**config.mk**
```make
export PLATFORM = sky130hd
export DESIGN_NAME = otsu_mul
export DESIGN_NICKNAME = d
export VERILOG_FILES = /design/src/hdl/otsu_pkg.sv /design/src/hdl/otsu_mul.sv
export SDC_FILE = /design/constraint.sdc
export NUM_CORES = 2
export LEC_CHECK = 0
export ABC_CLOCK_PERIOD_IN_PS = 7800
export BUFFER_PORTS_ARGS = -buffer_cell sky130_fd_sc_hd__buf_4
export CAP_MARGIN = 20
export CELL_PAD_IN_SITES_DETAIL_PLACEMENT = 1
export CELL_PAD_IN_SITES_GLOBAL_PLACEMENT = 1
export CORE_AREA = 5 5 374 376
export DETAILED_ROUTE_END_ITERATION = 10
export DIE_AREA = 0 0 379 381
export GPL_TIMING_DRIVEN = 0
export PLACE_DENSITY = 0.82
export SLEW_MARGIN = 10
export SYNTH_ARGS = -nofsm -noshare
export SYNTH_HDL_FRONTEND = slang
export SYNTH_SLANG_ARGS = --single-unit
export TNS_END_PERCENT = 1
```
**constraint.sdc**
```tcl
create_clock -name clk -period 7.8 [get_ports clk]
set_input_delay 0 -clock clk [delete_from_list [all_inputs] [get_ports clk]]
set_output_delay 0 -clock clk [all_outputs]
set_load 0.01 [all_outputs]
```
**src/hdl/otsu_pkg.sv**
```systemverilog
// Shared types and constants for the Otsu threshold block.
package otsu_pkg;

  // bits of the multiplier operand retired per cycle
  localparam int unsigned MUL_DIGIT = 8;

  typedef enum logic [2:0] {
    S_LOAD,
    S_READ,
    S_ACC,
    S_MSTART,
    S_MWAIT,
    S_DSTART,
    S_DWAIT,
    S_DONE
  } state_t;

  typedef enum logic [2:0] {
    OP_MT_W,
    OP_M_N,
    OP_SQ,
    OP_DEN,
    OP_LEFT,
    OP_RIGHT
  } op_t;

  typedef struct packed {
    logic in_ready;
    logic ram_re;
    logic mul_start;
    logic div_start;
  } ctrl_t;

endpackage

```
**src/hdl/otsu_mul.sv**
```systemverilog
// Digit-serial unsigned multiplier: WA x DW partial product per cycle.
module otsu_mul #(
  parameter int WA = 144,
  parameter int WB = 72
) (
  input  logic             clk,
  input  logic             rst,
  input  logic             start,
  input  logic [WA-1:0]    a,
  input  logic [WB-1:0]    b,
  output logic             done,
  output logic [WA+WB-1:0] p
);

  localparam int DW    = otsu_pkg::MUL_DIGIT;
  localparam int STEPS = (WB + DW - 1) / DW;
  localparam int WBP   = STEPS * DW;
  localparam int CW    = $clog2(STEPS + 1);

  logic [WA-1:0]     a_reg;
  logic [WA+WBP-1:0] acc;
  logic [CW-1:0]     cnt;
  logic              busy;
  logic [WA+DW-1:0]  part;

  // high half plus a times the lowest digit; low half shifts out finished bits
  assign part = (WA+DW)'(acc[WA+WBP-1:WBP])
              + (WA+DW)'(a_reg) * (WA+DW)'(acc[DW-1:0]);

  always_ff @(posedge clk) begin
    if (rst) begin
      busy <= 1'b0;
      done <= 1'b0;
      cnt  <= '0;
    end else begin
      done <= 1'b0;
      if (start) begin
        busy <= 1'b1;
        cnt  <= '0;
      end else if (busy) begin
        cnt <= cnt + CW'(1);
        if (cnt == CW'(STEPS - 1)) begin
          busy <= 1'b0;
          done <= 1'b1;
        end
      end
    end
  end

  always_ff @(posedge clk) begin
    if (start) begin
      a_reg <= a;
      acc   <= {{WA{1'b0}}, WBP'(b)};
    end else if (busy) begin
      acc <= {part, acc[WBP-1:DW]};
    end
  end

  assign p = acc[WA+WB-1:0];

endmodule

```
# == Yosys cells after proc, flatten, opt, wreduce, memory -nomap -nowiden ==
# Cells that the tools add are included.
# op_classes
n_addsub,2
mul,1
eq_ne,1
n_mux,6
n_bitwise,1
reduce_logical,3
# op_table
cell,n
adder 144 x 152 -> 152 bit,1
multiplier 144 x 8 -> 152 bit,1
two-way mux 72 bit,2
adder 4 x 1 -> 4 bit (second input constant),1
equality test 4 bit (second input constant),1
two-way mux 1 bit,4
OR reduction 3 bit,1
nonzero test 2 bit,1
OR reduction 2 bit,1
inverter 1 bit,1
# totals
ff_bits,366
inputBits,219
out_inout_bits,217
wordCells,20

# == Longest topological paths before layout ==
# depth
word_depth,4
ltp_mapped,24

# == Worst setup path before layout ==
# Ideal clock, no wire load.
# synth_path
kind,flip-flop to flip-flop
startpoint,reg acc[0] (netlist: p[0])
endpoint,reg acc[209] (netlist: p[209])
setup_ns,0.237
arrival_ns,5.803
setup_slack_ns,1.760
stages_incl_launch_ff,25
path_cell_list,edfxtp_1 -> clkbuf_1 -> clkbuf_1 -> clkbuf_1 -> nand2_1 -> fa_1 -> inv_1 -> fa_1 -> fa_1 -> inv_1 -> fa_1 -> inv_1 -> ha_1 -> clkbuf_1 -> a21oi_1 -> o21ai_1 -> a2111oi_0 -> nor2_1 -> a21o_1 -> a21bo_2 -> a31oi_2 -> o41ai_2 -> a31oi_1 -> xor2_1 -> o22ai_1
# synth_between
elab_chain_cells,2
# synth_rtl
item,line,rtl
"start, declared",otsu_mul.sv:21,logic [WA+WBP-1:0] acc;
"start signal, assigned",otsu_mul.sv:53,"acc <= {{WA{1'b0}}, WBP'(b)};"
"start signal, assigned",otsu_mul.sv:55,"acc <= {part, acc[WBP-1:DW]};"
multiplier 144 x 8 -> 152 bit,otsu_mul.sv:28,+ (WA+DW)'(a_reg) * (WA+DW)'(acc[DW-1:0]);
adder 144 x 152 -> 152 bit,otsu_mul.sv:28,
# Every way passes these cells.
# A chain may end at the register's enable or synchronous reset.

# == Final worst setup path ==
# layout_path
startpoint,reg acc[2] (netlist: p[2])
endpoint,reg acc[211] (netlist: p[211])
# The elaborated chain is that of the path after synthesis.

==> flow_metrics.tcl <==
set metrics [dict create \
    cts_buffers 52 \
    wire_per_inst_um 28.3 \
    synthAdderAreaFrac_pct 41.0 \
    hold_class "in2reg" \
    grt_usage_pct 32.9 \
    regArea_um2 9490 \
    setup_violations 5 \
    drtIter0Drc 3763 \
    rsz0062_at_grt "true" \
    crit_path_max_incr_delay_ns 0.91 \
    maxSlewViolCount 0 \
    ys_ff_latch 366 \
    syn-cell-area_um2 54000 \
    clk_latency_ns 0.73 \
    startpoint_type "register" \
    routed_wl_um 240000 \
    utilization_pct 47.4 \
    ys_seq_area_share_pct 17.6 \
    finClkSkew_ns 0.0923 \
    synth_compound_area_share_pct 8.44 \
    worst_slack_ns -0.102 \
    die_w_um 379 \
    ys_warn_count 0 \
    worstPathRequired_ns 8.33 \
    grtUsageMet2_pct 53.1 \
    dieHeight_um 381 \
    htreeDepth 2 \
    vias_per_cell 5.56 \
    yosysMostFrequentCell "inv_1" \
    cp_slowest_cell "clkbuf_1" \
    fp-row-count 136 \
    synth_edf_count 216 \
    path_max_fanout 11 \
    synthArstFlopShare_pct 0 \
    clockRootBuffer "clkbuf_16" \
    ant_nets 0 \
    synth-xor-area-share_pct 2.29 \
    vias 47200 \
    drc 0 \
    violations "setup timing" \
    gr-total-overflow 0 \
    dieArea_um2 144000 \
    layout.nets 7998 \
    max_freq_ghz 0.127 \
    synth_top_cells_by_area "fa_1 (37%), edfxtp_1 (12%), and2_1 (9.5%)" \
    crit_arrival_ns 8.43 \
    max_cap_violations 0 \
    status "complete, but fails checks" \
    synth.mux.area_fraction_pct 2.87 \
    fin_crit_ns 7.90 \
    yosysUniqueCellTypes 89 \
    synthCells 5830 \
    top_usage_layer "met2" \
    globalplace.congestion 0.977 \
    dr.pass1.iters 5 \
    slew-limit-headroom_pct 17.9 \
    cp_common_cell "fa_1" \
    synth_commonest_cells "inv_1 (1213), fa_1 (996), and2_1 (816)" \
    syn_area_per_cell_um2 9.26 \
    antenna_found_initial 44 \
    use_met1_pct 40.1 \
    clk_path_buf_depth 3 \
    yosysTopAreaCell "fa_1" \
    critPathKind "reg2reg" \
    clk_pin_slew_worst_paths_ns 0.06 \
    path_cells "clkbuf_4, clkbuf_1, and2_1, fa_1, fa_1, fa_1, fa_1, ha_1, o2111ai_1, a21boi_2, o2111ai_1, a311oi_4, o2111ai_2, a211oi_1, nor2_2, o31ai_1, xnor2_1, o22ai_1" \
    tightest_slew_ns 1.23 \
    grt_pass1_wl_um 348000 \
    synth_top_area_share_pct 36.9 \
    cp-end-kind "register" \
    synth_top_family_by_area "adder cells" \
    grt_pass1_vias 52100 \
    hpwlAfterDp_um 191000 \
    met3_usage_pct 8.22 \
    multiInputGateArea_um2 39000 \
    port_buffers 435 \
    cts_tree "done" \
    core-area_um2 136000 \
    fillers 15700 \
    synthSimpleGateAreaFrac_pct 17.5 \
    cts.sinks 366 \
    area_growth_pct 19.9 \
    largest_reg_flops 216 \
    period_share_pct 101 \
    hold_viol 0 \
    layout-drive-gt1-share_pct 11.7 \
    grt_max_degree 82 \
    syn_nets 7219 \
    synth-main-ff-cell "edfxtp_1" \
    io_pins 436 \
    start_util_pct 39.5 \
]
-- through the flow --
step,setup TNS [ns],setup WS (ns),area (um^2),cells,hold WS [ns]
finish,-0.315,-0.102,64700,8492,0.0230
global route,-0.739,-0.111,64600,8464,0.0117
CTS,-0.00909,-0.00909,64500,8444,0.00116
detailed placement,-51.83,-1.41,59800,8079,0.179
global placement,-78.18,-1.80,59500,8059,0.178
floorplan,0,1.76,54000,5830,0.0724
-- layout by cell type (no fill, tap or decap), drive strengths merged, types with 216 or more instances in the layout --
cell type       n
edfxtp        216
buf           515
a21oi         262
fa            996
nand2         533
dlygate4sd3   268
clkbuf        255
and2          816
nor2          218
inv          1218
-- layout make-up --
cell class	instances	area share, %
multi-input combinational	3997	60.3
sequential	366	14.7
timing repair buffer	728	9.77
inverter	1215	7.05
tap	1794	3.47
clock buffer	61	2.08
buffer	249	1.76
clock inverter	37	0.727
antenna	45	0.174
-- layer usage --
layer	routed length, um	up-vias
met5	90	-
met4	16600	12
met3	22500	671
met2	112000	2367
met1	89400	24500
li1	-	19600
-- critical path, delay by kind of cell (launching register included) --
family	cells	cell delay, ns
compound gates	8	2.94
xor+xnor	1	0.25
fa+ha+maj	5	2.39
buf+inv	2	1.26
flops	1	0.38
simple gates	2	0.47
-- worst paths after layout --
path                            slack, ns                   to           startpoint  cells after the start
worst min-delay path                 0.02  a_reg[64]$_DFFE_PP_                a[64]                      2
worst max-delay path                -0.10  p[211]$_SDFFE_PP0P_       p[2]$_DFFE_PP_                     18
worst max register to register      -0.10  p[211]$_SDFFE_PP0P_       p[2]$_DFFE_PP_                     18
worst min register to register       0.52  p[183]$_SDFFE_PP0P_  p[183]$_SDFFE_PP0P_                      2
-- repair_timing --
item,in CTS,in global routing
hold buffers,268,0
hold endpoints to repair,302,0
setup buffers,0,4
endpoints found under the setup margin,101,49
pin swaps,0,2
resized for setup,79,53
-- logic make-up (layout without fill, tap and decap cells) --
logic type	Yosys count	after routing
fa+ha+maj	1170	1170
buf+inv	1467	2290
other cells	0	45
compound gates	729	729
mux	146	146
xor+xnor	141	141
flops	366	366
simple gates	1811	1811
Power is not shown: default switching activity piles up to over one toggle a cycle in this logic, so the estimate is an artifact.
