## src/hdl/otsu_div.sv

```systemverilog
// Restoring divider, one quotient bit per cycle.
module otsu_div #(
  parameter int NW = 16,
  parameter int DW = 9
) (
  input  logic          clk,
  input  logic          rst,
  input  logic          start,
  input  logic [NW-1:0] dividend,
  input  logic [DW-1:0] divisor,
  output logic          done,
  output logic [NW-1:0] quotient
);

  localparam int CW = $clog2(NW + 1);

  logic [NW-1:0] quo;
  logic [DW-1:0] rem;
  logic [DW-1:0] dvs;
  logic [CW-1:0] cnt;
  logic          busy;
  logic [DW:0]   trial;
  logic          fits;

  assign trial = {rem, quo[NW-1]};
  assign fits  = trial >= {1'b0, dvs};

  always_ff @(posedge clk) begin
    if (rst) begin
      busy <= 1'b0;
      done <= 1'b0;
      cnt  <= '0;
    end else begin
      done <= 1'b0;
      if (start) begin
        busy <= 1'b1;
        cnt  <= '0;
      end else if (busy) begin
        cnt <= cnt + CW'(1);
        if (cnt == CW'(NW - 1)) begin
          busy <= 1'b0;
          done <= 1'b1;
        end
      end
    end
  end

  always_ff @(posedge clk) begin
    if (start) begin
      quo <= dividend;
      rem <= '0;
      dvs <= divisor;
    end else if (busy) begin
      rem <= fits ? DW'(trial - {1'b0, dvs}) : trial[DW-1:0];
      quo <= {quo[NW-2:0], fits};
    end
  end

  assign quotient = quo;

endmodule

```

## config.mk

```make
export PLATFORM = sky130hd
export DESIGN_NAME = otsu_div
export DESIGN_NICKNAME = d
export VERILOG_FILES = /design/src/hdl/otsu_div.sv
export SDC_FILE = /design/constraint.sdc
export NUM_CORES = 1
export LEC_CHECK = 0
export ABC_AREA = 1
export CAP_MARGIN = 20
export CORE_MARGIN = 1.5
export CORE_UTILIZATION = 60
export DETAILED_ROUTE_END_ITERATION = 8
export DONT_BUFFER_PORTS = 1
export GPL_ROUTABILITY_DRIVEN = 0
export GPL_TIMING_DRIVEN = 0
export PLACE_DENSITY = 0.83
export SYNTH_ARGS = -nofsm -noshare
export SYNTH_HDL_FRONTEND = slang
export SYNTH_SLANG_ARGS = --single-unit
```

## constraint.sdc

```tcl
create_clock -name clk -period 2.45 [get_ports clk]
set_input_delay 0.3675 -clock clk [delete_from_list [all_inputs] [get_ports clk]]
set_output_delay 0.3675 -clock clk [all_outputs]
set_load 0.01 [all_outputs]
```

# After elaboration in Yosys (flattened, before gate mapping)
# Index checks and enable logic that the tools add are counted.
[totals] reg_bits=41 latch_bits=0 mem_bits_rw=0 romBits=0 in_bits=28 out_inout_bits=17 n_memories=0
[op_classes] n_addsub=2 n_mul=0 div=0 order_cmp=1 n_eq_ne=1 shifts=0 n_mux=7 bitwise_logic=1 n_reduce_logical=3
[ops] op="$mux W16" count=2
[ops] op="$ge A10 B9 Y1" count=1
[ops] op="$mux W9" count=1
[ops] op="$sub A9 B9 Y9" count=1
[ops] op="$add A5 B1 Y5 const B" count=1
[ops] op="$eq A5 B4 Y1 const B" count=1
[ops] op="$mux W1" count=4
[ops] op="$reduce_or A3 Y1" count=1
[ops] op="$reduce_bool A2 Y1" count=1
[ops] op="$reduce_or A2 Y1" count=1
[ops] op="$not A1 Y1" count=1

# Depth between registers and ports, before layout
# Gate-level depths: netlist (run 1).
[depth] word_depth=4 mapped_depth=13 mapped_depth_nobuf=13

# Worst setup path before layout (run 1)
# No wires, ideal clock.
[synth_path] kind="reg-to-reg" startpoint="reg quo[15], in the netlist quotient[15]" endpoint="reg rem[0]" setup_ps=140 t_arrival_ps=1690 path_slack_ps=621 stages_incl_launch_ff=12 path_buffers=1 period_less_slack_ps=1829 path_cell_list="edfxtp_1 -> inv_1 -> ha_1 -> inv_1 -> fa_1 -> nand2_1 -> nand3_2 -> nand2_2 -> buf_6 -> nand3_1 -> nand3_1 -> o21ai_0"
[synth_via] elab_chain_cells=2 word_cells_on_any_way=3
[synth_lines] element="from (decl)" line_no="17" text="logic [NW-1:0] quo;"
[synth_lines] element="from (signal assigned)" line_no="50" text="quo <= dividend;"
[synth_lines] element="from (signal assigned)" line_no="55" text="quo <= {quo[NW-2:0], fits};"
[synth_lines] element="$sub A9 B9 Y9 / $ge A10 B9 Y1 (equally long branches)" line_no="54, 26"
[synth_lines] element="$mux W9 *" line_no="54" text="rem <= fits ? DW'(trial - {1'b0, dvs}) : trial[DW-1:0];"
[synth_lines] element="to (signal assigned)" line_no="54"
[synth_lines] element="to (decl)" line_no="18" text="logic [DW-1:0] rem;"
# Mark *: on every way between the ends. The rest lies on a longest branch, timed or not.
# A chain may end at the register's enable or synchronous reset.

# Worst setup path after layout (run 1)
# Same ends and word-level chain as after synthesis.

==> results.json, run 1 <==
{
  "clkLatencyLatePin_ps": 360,
  "clk_transition_reported_paths_ps": 130,
  "syn2layout_area_growth_pct": 6.34,
  "cp-start-kind": "flip-flop",
  "grt_max_degree": 20,
  "ys.warnings.count": 0,
  "adder_cell_area_share_of_the_yosys_netlist": 0.0719,
  "critical_path_type": "flip-flop to flip-flop",
  "final_hold_viol_count": 0,
  "drv.max_cap_violation_count": 0,
  "hpwl_um": 3320,
  "max-clock-path-buffers": 2,
  "worstReg2RegEnd": "rem[0]$_SDFFE_PP0P_",
  "die-width_um": 63.4,
  "muxShareOfSynthArea": 0,
  "post_synth_xor_area_fraction": 0.0120,
  "antenna_found_initial": 0,
  "synth_compound_gate_area_share": 0.0365,
  "cts.root.buffer_cell": "clkbuf_4",
  "cts.hold.buffers_added": 0,
  "synth.yosys.seq_area_share": 0.489,
  "grt_pass1_wl_um": 7420,
  "slew_violations": 0,
  "timing_worst_slew_pin_value_ps": 712,
  "antennaDiodeCount": 0,
  "first_global_vias": 1703,
  "cell_rows": 21,
  "vias_per_cell": 5.33,
  "synthesis.area_sq_mm": 0.00219,
  "cts_made_buffers": 5,
  "hold_path_startpoint": "rst",
  "core_sq_mm": 0.00342,
  "min_to": "busy$_SDFF_PP0_",
  "fmax_ghz": 0.465,
  "final.min_clock_period_ps": 2150,
  "final_count_of_negative_setup_slack_endpoints": 0,
  "status": "completed",
  "fin_skew_ps": 7.66,
  "synth-seq-cells": 41,
  "r2r.worst_path.cells": 11,
  "detail_route.iter0.violations": 124,
  "post-route-period-util": 0.878,
  "fin_tns_setup_ps": 0,
  "post_cts_resize_count": 0,
  "critical_path.startpoint": "quotient[15]$_DFFE_PP_",
  "cts_post_setup_buffers_inserted": 0,
  "slew-limit-headroom": 0.525,
  "hold_path_class": "input port to flip-flop",
  "rsz_0062_raised_after_global_routing": "false",
  "overflow": 0,
  "critical_path_arrival_ps": 2370,
  "port_buffers": 0,
  "static-leakage-power_nw": 1.14,
  "cts.sinks": 41,
  "nNetsFinal": 319,
  "grt_use_total": 0.241,
  "worstHoldPathCells": 1,
  "die_y_um": 63.4,
  "r2r_setup_slack_ps": 300,
  "detail_route.first_pass.iterations": 4,
  "io-pin-count": 45,
  "post_route_ant_nets": 0,
  "report.power.total_mw": 1.50,
  "htreeDepth": 2,
  "critical_path.reg2reg.startpoint": "quotient[15]$_DFFE_PP_",
  "largest_family_of_logic_cells_by_synthesized_area": "simple AND/OR/NAND/NOR gates",
  "num_vias": 1737,
  "p_per_area_mw_per_mm2": 642,
  "wire_length_reported_by_the_detailed_router_um": 4420,
  "synthSimpleGateAreaFrac": 0.301,
  "syn_nets": 312,
  "cell_count_after_synthesis": 272,
  "design.die.area_sq_mm": 0.00403,
  "required_time_of_the_critical_path_ps": 2670,
  "drt_drc_violations_left": 0,
  "final_util": 0.682,
  "peak_fanout_along_the_critical_path": 10,
  "route.detailed.wl_per_inst_um": 13.6,
  "irDropWorstVdd_mv": 0.467,
  "cts_tree": "built",
  "synth.lib_cells_used.distinct": 28,
  "initial_core_util": 0.642,
  "fraction_of_layout_instances_using_a_drive_strength_above_1": 0.0714,
  "per_instance_average_area_after_synthesis_sq_um": 8.06,
  "worstSetupEndpointType": "flip-flop"
}
cell usage after synthesis:
cell type,number,area (sq um)
nand2_1,104,390
inv_1,39,146
edfxtp_1,25,751
nand3_1,21,105
dfxtp_1,16,320
ha_1,11,138
nor2_1,10,37.5
nor3_1,7,35.0
a21oi_1,5,25.0
clkbuf_1,3,11.3
nor2_2,3,18.8
xnor2_1,3,26.3
a211oi_1,2,15.0
a31oi_1,2,12.5
buf_6,2,22.5
nand2_2,2,12.5
nand3_2,2,20.0
nand3b_1,2,15.0
nand4_1,2,12.5
o21ai_0,2,10.0
o21ai_1,2,10.0
buf_2,1,5.00
buf_4,1,7.51
clkinv_1,1,3.75
fa_1,1,20.0
nor3b_1,1,7.51
o21bai_1,1,7.51
or2_2,1,6.26
kinds of logic after synthesis:
group	after synthesis
xor+xnor	3
simple gates	155
compound gates	14
flops	41
fa+ha+maj	12
buf+inv	47
registers in the layout, indices dropped and copies added (netlist names):
signal and cells:
cnt 5, dvs 9, done 1, quotient 16, rem 9, busy 1
final cells by class:
class | instances | area [sq um]
Fill cell | 287 | 1080
Sequential cell | 41 | 1070
Multi-Input combinational cell | 184 | 925
Inverter | 40 | 150
Tap cell | 46 | 57.6
Buffer | 7 | 46.3
Clock inverter | 3 | 43.8
Clock buffer | 5 | 37.5
worst max path at each step:
stage | slack, ps | end | cells past startpoint
after floorplan | 620 | rem[0]$_SDFFE_PP0P_ | 11
after global placement | 390 | rem[0]$_SDFFE_PP0P_ | 11
after detailed placement | 360 | rem[2]$_SDFFE_PP0P_ | 11
after CTS | 310 | rem[0]$_SDFFE_PP0P_ | 11
after global routing | 170 | rem[0]$_SDFFE_PP0P_ | 11
final | 300 | rem[0]$_SDFFE_PP0P_ | 11
per-stage QoR:
| stage | worst slack, ps | cells | hold WS [ps] | cell area (sq um) |
|---|---|---|---|---|
| 2_1_floorplan | 621 | 272 | 444 | 2190 |
| 3_3_place_gp | 389 | 318 | 450 | 2250 |
| 3_5_place_dp | 359 | 318 | 448 | 2250 |
| 4_1_cts | 314 | 326 | 64.2 | 2330 |
| 5_1_grt | 172 | 326 | 46.8 | 2330 |
| 6_report | 300 | 326 | 72.1 | 2330 |
cells in the final DEF, fill, tap and decap left out, types with 2 or more instances in the layout:
cell / n
nand2_1: 104
o21ai_1: 2
nand3_2: 2
nor2_2: 3
nand4_1: 2
nand3_1: 21
edfxtp_1: 25
nor2_1: 10
nand3b_1: 2
clkbuf_4: 5
clkbuf_1: 3
nor3_1: 7
o21ai_0: 2
a211oi_1: 2
xnor2_1: 3
ha_1: 11
a31oi_1: 2
inv_1: 39
buf_6: 2
a21oi_1: 5
dfxtp_1: 16
nand2_2: 2
report_power, final:
part           switching, mW  internal, mW  leakage (nW)
clock                  0.244         0.217        0.0456
sequential            0.0432         0.790         0.382
combinational          0.129        0.0731         0.716
total                  0.417          1.08          1.14
layer usage:
metal	vias up	routed length [um]	GRT usage
li1	884	-	-
met1	778	1880	0.309
met2	62	2120	0.379
met3	13	328	0.0732
met4	0	97	0.0978
met5	-	0	0
worst max-delay path, stage by stage (launching register included):
cell      delay (ps)
edfxtp_1         490
inv_1            130
ha_1             160
inv_1             70
fa_1             430
nand2_1          140
nand3_2           90
nand2_2          100
buf_6            150
nand3_1           80
nand3_1           80
o21ai_0          100
Note: power is estimated with default switching activity, not from simulation.
==> run 2: changes to the inputs <==
--- a/config.mk
+++ b/config.mk
@@ -14,6 +14,7 @@
 export GPL_ROUTABILITY_DRIVEN = 0
 export GPL_TIMING_DRIVEN = 0
 export PLACE_DENSITY = 0.83
+export RECOVER_POWER = 50
 export SYNTH_ARGS = -nofsm -noshare
 export SYNTH_HDL_FRONTEND = slang
 export SYNTH_SLANG_ARGS = --single-unit
==> run 2 against run 1 <==
Net effect: sequential power hardly changed; cell count unchanged; highest routed layer unchanged; utilization is 0.11 points lower; largest cell class unchanged; worst setup slack better by 1.3 ps; sequential share of layout area is 0.074 points higher; via count is 0.17% lower; routed wire length is 0.32% higher; non-clock buffer count is the same.
==> results.json, run 2 (synthesis gave the netlist of run 1 again) <==
{
  "power.switching_fraction": 0.277,
  "die-width_um": 63.4,
  "power.combinational.fraction": 0.135,
  "grt_use_met1": 0.309,
  "mostFrequentLayoutCells": "nand2_1, inv_1, edfxtp_1, nand3_1, dfxtp_1",
  "hpwl_um": 3320,
  "num-fill-cells": 288,
  "timing.critical_path.slowest_cell_delay_ps": 490,
  "p_per_area_mw_per_mm2": 641,
  "detail_route.iter0.violations": 124,
  "grt_util_met2": 0.379,
  "max-clock-path-buffers": 2,
  "port_buffers": 0,
  "io-pin-count": 45,
  "core_sq_mm": 0.00342,
  "clk_transition_reported_paths_ps": 130,
  "cp-start-kind": "flip-flop",
  "cts_post_setup_buffers_inserted": 0,
  "largest_reg_flops": 16,
  "post_cts_resize_count": 0,
  "design.die.area_sq_mm": 0.00403,
  "fin_tns_setup_ps": 0,
  "initial_core_util": 0.642,
  "layout.cells.most_common": "nand2_1",
  "clkLatencyLatePin_ps": 360,
  "globalRoute.busiestLayer": "met2",
  "vias_per_cell": 5.32,
  "worstSetupEndpointType": "flip-flop",
  "power.sequential.fraction": 0.558,
  "cts.hold.buffers_added": 0,
  "post-route-period-util": 0.877,
  "critical_path_arrival_ps": 2380,
  "dp_worst_setup_slack_ps": 359,
  "final_count_of_negative_setup_slack_endpoints": 0,
  "fin_skew_ps": 6.15,
  "required_time_of_the_critical_path_ps": 2680,
  "cell_rows": 21,
  "htreeDepth": 2,
  "worst_slack_ps": 301,
  "syn2layout_area_growth_pct": 6.16,
  "critical_path.cell_chain": "inv_1 -> ha_1 -> inv_1 -> fa_1 -> nand2_1 -> nand3_2 -> nand2_2 -> buf_6 -> nand3_1 -> nand3_1 -> o21ai_0",
  "num_vias": 1734,
  "drv.max_cap_violation_count": 0,
  "r2r_setup_slack_ps": 300,
  "critPathTopFamily": "adder cells",
  "cts.root.buffer_cell": "clkbuf_4",
  "fmax_ghz": 0.465,
  "grt_pass1_wl_um": 7420,
  "clkPwrFrac": 0.307,
  "wire_length_reported_by_the_detailed_router_um": 4430,
  "status": "completed",
  "static-leakage-power_nw": 1.14,
  "detail_route.first_pass.iterations": 4,
  "antenna_found_initial": 0,
  "irDropWorstVdd_mv": 0.467,
  "post_route_ant_nets": 0,
  "final.min_clock_period_ps": 2150,
  "route.detailed.wl_per_inst_um": 13.6,
  "final_hold_viol_count": 0,
  "power_report.internal_total_mw": 1.08,
  "cp_num_buf_inv": 3,
  "grt_use_total": 0.241,
  "overflow": 0,
  "drt_drc_violations_left": 0,
  "slew_violations": 0,
  "net-switching-power_uw": 414,
  "hold_path_class": "input port to flip-flop",
  "crit_path_top_delay_cell": "edfxtp_1",
  "rsz_0062_raised_after_global_routing": "false",
  "grt_max_degree": 20,
  "grt.met3_usage": 0.0732,
  "fraction_of_layout_instances_using_a_drive_strength_above_1": 0.0679,
  "cts_tree": "built",
  "die_y_um": 63.4,
  "antennaDiodeCount": 0,
  "cts.sinks": 41,
  "slew-limit-headroom": 0.536,
  "first_global_vias": 1703,
  "critical_path_type": "flip-flop to flip-flop",
  "nNetsFinal": 319,
  "timing_worst_slew_pin_value_ps": 695,
  "peak_fanout_along_the_critical_path": 10,
  "cts_made_buffers": 5
}
run 2: cell count changes in the layout (fill, tap and decap cells not counted):
cell,before,now
buf_4,1,0
clkbuf_1,3,4
run 2: layer usage:
| metal | vias up | part of all wire |
|---|---|---|
| met3 | 11 | 0.068 |
| met4 | 0 | 0.020 |
| met2 | 54 | 0.49 |
| li1 | 882 | - |
| met1 | 787 | 0.42 |
| met5 | - | 0 |
run 2: final cells by class:
| class | count | area (sq um) | share of cell area |
|---|---|---|---|
| Sequential cell | 41 | 1070 | 0.460 |
| Multi-Input combinational cell | 184 | 925 | 0.397 |
| Inverter | 40 | 150 | 0.0645 |
| Tap cell | 46 | 57.6 | 0.0247 |
| Clock inverter | 3 | 43.8 | 0.0188 |
| Buffer | 7 | 42.5 | 0.0183 |
| Clock buffer | 5 | 37.5 | 0.0161 |
run 2: metrics by stage:
step | std cells | power, mW | hold slack [ps] | utilization | cell area (sq um)
after floorplan | 272 | 0.999 | 444 | - | 2190
after global placement | 318 | 1.04 | 450 | 0.659 | 2250
after detailed placement | 318 | 1.05 | 448 | 0.659 | 2250
after CTS | 326 | 1.49 | 64.2 | 0.682 | 2330
after global routing | 326 | 1.56 | 46.8 | 0.681 | 2330
final | 326 | 1.49 | 71.7 | 0.681 | 2330
run 2: worst register-to-register path, stage by stage (launching register included):
cell and delay (ps):
edfxtp_1 490, inv_1 130, ha_1 160, inv_1 70, fa_1 430, nand2_1 140
nand3_2 90, nand2_2 100, buf_6 150, nand3_1 100, nand3_1 100, o21ai_0 70
run 2: path summary, 6_finish.rpt:
kind	from	endpoint	depth (start not counted)
worst max-delay path	quotient[15]$_DFFE_PP_	rem[2]$_SDFFE_PP0P_	11
worst max register to register	quotient[15]$_DFFE_PP_	rem[2]$_SDFFE_PP0P_	11
worst min-delay path	rst	busy$_SDFF_PP0_	1
worst min register to register	cnt[4]$_SDFFE_PP0P_	cnt[4]$_SDFFE_PP0P_	2
run 2: power by group through the flow:
stage          combinational, mW  clock [mW]  sequential, mW
4_1_cts                    0.202       0.459           0.833
6_report                   0.202       0.458           0.833
3_3_place_gp               0.191           0           0.846
2_1_floorplan              0.162           0           0.838
3_5_place_dp               0.201           0           0.849
5_1_grt                    0.232       0.486           0.839
==> run 3: changes to the inputs <==
--- a/config.mk
+++ b/config.mk
@@ -5,7 +5,6 @@
 export SDC_FILE = /design/constraint.sdc
 export NUM_CORES = 1
 export LEC_CHECK = 0
-export ABC_AREA = 1
 export CAP_MARGIN = 20
 export CORE_MARGIN = 1.5
 export CORE_UTILIZATION = 60
==> run 3 against run 2 <==
Net effect: critical path depth fell by 1; critical endpoint is now quotient[0]$_DFFE_PP_; critical path type unchanged; total power grew 5.6%; the run now ends with setup timing left; cell count shrank 24%; highest routed layer unchanged; maximum frequency down 19%; combinational power is 36% higher; clock-buffer cell count is 1 higher; area after synthesis decreased by 4.1%; first-iteration DRC count down 56%; sequential share of layout area shrank 0.66 points.
==> results.json, run 3 <==
{
  "status": "finished with violations",
  "violated_checks": "setup timing",
  "initial_core_util": 0.630,
  "per_instance_average_area_after_synthesis_sq_um": 11.4,
  "cts_made_buffers": 5,
  "final.min_clock_period_ps": 2660,
  "final_count_of_negative_setup_slack_endpoints": 9,
  "critical_path.reg2reg.startpoint": "quotient[15]$_DFFE_PP_",
  "fmax_ghz": 0.376,
  "worst_slack_ps": -206,
  "rsz_0062_raised_after_global_routing": "true",
  "first_global_vias": 1486,
  "critical_path.cell_chain": "inv_1 -> ha_2 -> inv_2 -> fa_2 -> a21o_1 -> a221oi_4 -> o22ai_2 -> or2_1 -> buf_6 -> mux2_2",
  "cts.sinks": 41,
  "synth.lib_cells_used.distinct": 43,
  "yosysTopAreaCell": "edfxtp_1",
  "critical_path_type": "flip-flop to flip-flop",
  "worstHoldPathCells": 1,
  "antennaDiodeCount": 0,
  "post_synth_main_area_contributors": "edfxtp_1, dfxtp_1, mux2_2, ha_1, inv_1",
  "slew_violations": 0,
  "final_hold_viol_count": 0,
  "hpwl_um": 2830,
  "p_per_area_mw_per_mm2": 667,
  "placed_cell_area_sq_mm": 0.00216,
  "fin_skew_ps": 9.17,
  "r2r_setup_slack_ps": -210,
  "min_to": "busy$_SDFF_PP0_",
  "nNetsFinal": 240,
  "grt_use_total": 0.224,
  "cp-start-kind": "flip-flop",
  "post-route-period-util": 1.08,
  "cts.hold.buffers_added": 0,
  "post_route_ant_nets": 0,
  "timing_worst_slew_pin_value_ps": 592,
  "synth.top_cells.by_count": "edfxtp_1, inv_1, dfxtp_1, mux2_2, nor2_1",
  "num_vias": 1471,
  "cts.root.buffer_cell": "clkbuf_4",
  "crit_path_top_delay_cell": "edfxtp_1",
  "static-leakage-power_nw": 0.933,
  "r2r.worst_path.cells": 10,
  "die_y_um": 62.2,
  "critical_path_arrival_ps": 2770,
  "synthesis.area_sq_mm": 0.00210,
  "layout.cell_area.non_filler_sq_mm": 0.00236,
  "htreeDepth": 2,
  "hold_path_class": "input port to flip-flop",
  "largest_reg_flops": 16,
  "clk_transition_reported_paths_ps": 120,
  "layout.cells.most_common": "edfxtp_1",
  "fraction_of_synthesized_cell_area_taken_by_the_top_area_cell_type": 0.357,
  "core_sq_mm": 0.00334,
  "grt_pass1_wl_um": 6640,
  "cts_tree": "built",
  "worstReg2RegEnd": "quotient[0]$_DFFE_PP_",
  "cell_count_after_synthesis": 185,
  "synth-seq-cells": 41,
  "hold_path_startpoint": "rst",
  "syn2layout_area_growth_pct": 12.3,
  "grt_max_degree": 17,
  "share_of_flip_flops_with_an_asynchronous_set_or_reset": 0,
  "synth.most_common_cell": "edfxtp_1",
  "port_buffers": 0,
  "timing.critical_path.slowest_cell_delay_ps": 510,
  "vias_per_cell": 5.96,
  "die-width_um": 62.2,
  "report.power.total_mw": 1.58,
  "route.detailed.wl_per_inst_um": 16.2,
  "fraction_of_layout_instances_using_a_drive_strength_above_1": 0.234,
  "peak_fanout_along_the_critical_path": 7,
  "wire_length_reported_by_the_detailed_router_um": 4000,
  "detail_route.first_pass.iterations": 4,
  "cell_rows": 21,
  "mostFrequentLayoutCells": "edfxtp_1, inv_1, mux2_2, dfxtp_1, nor2_1",
  "drt_drc_violations_left": 0,
  "final_util": 0.708,
  "slew-limit-headroom": 0.605,
  "worstSetupEndpointType": "flip-flop",
  "design.die.area_sq_mm": 0.00387,
  "antenna_found_initial": 0,
  "clkLatencyLatePin_ps": 360,
  "ys.warnings.count": 0,
  "io-pin-count": 45,
  "synth_enable_flop_cells": 25,
  "irDropWorstVdd_mv": 0.412,
  "detail_route.iter0.violations": 55,
  "overflow": 0,
  "synth.yosys.seq_area_share": 0.509,
  "syn_nets": 225,
  "max-clock-path-buffers": 2,
  "drv.max_cap_violation_count": 0,
  "required_time_of_the_critical_path_ps": 2570,
  "dominantRegCellSynth": "edfxtp_1"
}
[run 3: cell types whose count changed in the layout (fill, tap and decap cells not counted), sizes merged, moves of 4 or more]
cell    change
nand2      -96
nand3      -21
inv        -20
mux2       +16
buf         +7
a311oi      +5
clkbuf      +4
nor4b       +4
[run 3: worst max path at each step]
stage          cells past startpoint                   start                    end
6_report                          10  quotient[15]$_DFFE_PP_  quotient[0]$_DFFE_PP_
4_1_cts                           10  quotient[15]$_DFFE_PP_  quotient[0]$_DFFE_PP_
5_1_grt                           10  quotient[15]$_DFFE_PP_  quotient[0]$_DFFE_PP_
2_1_floorplan                     10  quotient[15]$_DFFE_PP_  quotient[0]$_DFFE_PP_
3_3_place_gp                      10  quotient[15]$_DFFE_PP_  quotient[0]$_DFFE_PP_
3_5_place_dp                      10  quotient[15]$_DFFE_PP_  quotient[0]$_DFFE_PP_
[run 3: final cells by class]
cell class | instances | area, sq um
flip-flops and latches | 41 | 1070
fillers | 244 | 976
multi-input cells | 116 | 957
inverters | 19 | 71.3
repair buffers | 8 | 67.6
well taps | 46 | 57.6
clock buffers | 6 | 51.3
plain buffers | 9 | 48.8
clock inverters | 2 | 36.3
[run 3: cell families (layout without fill, tap and decap cells)]
| logic type | count (synthesis) | in the layout | synth area share |
|---|---|---|---|
| and+or+nand+nor | 42 | 42 | 0.102 |
| DFF | 41 | 41 | 0.509 |
| xor gates and xnor gates | 7 | 7 | 0.0291 |
| muxes | 18 | 18 | 0.0952 |
| adders and majority gates | 12 | 12 | 0.0750 |
| buffers and inverters | 28 | 44 | 0.0571 |
| AOI/OAI and AO/OA | 37 | 37 | 0.132 |
[run 3: critical path, delay by kind of cell, from the launching register on]
| kind | cells | cell delay [ps] |
|---|---|---|
| and+or+nand+nor | 1 | 230 |
| DFF | 1 | 510 |
| muxes | 1 | 260 |
| buffers and inverters | 3 | 280 |
| adders and majority gates | 2 | 520 |
| AOI/OAI and AO/OA | 3 | 610 |
[run 3: routing by layer]
layer  vias up  global-route usage  wire [um]
met2        69               0.389       2040
met3        12              0.0616        319
li1        714                   -          -
met1       676               0.242       1550
met5         -                   0          0
met4         0               0.142         95
[run 3: power by group]
part | internal, mW | switching (mW) | total [mW] | leakage (nW)
combinational | 0.127 | 0.147 | 0.274 | 0.505
clock | 0.243 | 0.217 | 0.460 | 0.0488
sequential | 0.794 | 0.0474 | 0.841 | 0.380
[run 3: timing repair]
item | in CTS | in global routing
gates cloned | 0 | 0
buffers inserted | 6 | 2
setup endpoints to repair | 9 | 10
resized for setup | 9 | 1
pin swaps | 6 | 5
[run 3: per-stage QoR]
stage          std cells  hold slack, ps  setup TNS [ps]  worst slack (ps)
6_report             247            69.2            -891              -206
5_1_grt              247            49.0           -1620              -275
4_1_cts              245            55.6            -653              -174
3_5_place_dp         231             444           -1180              -273
3_3_place_gp         231             442            -503              -218
2_1_floorplan        185             426           -45.7             -45.7
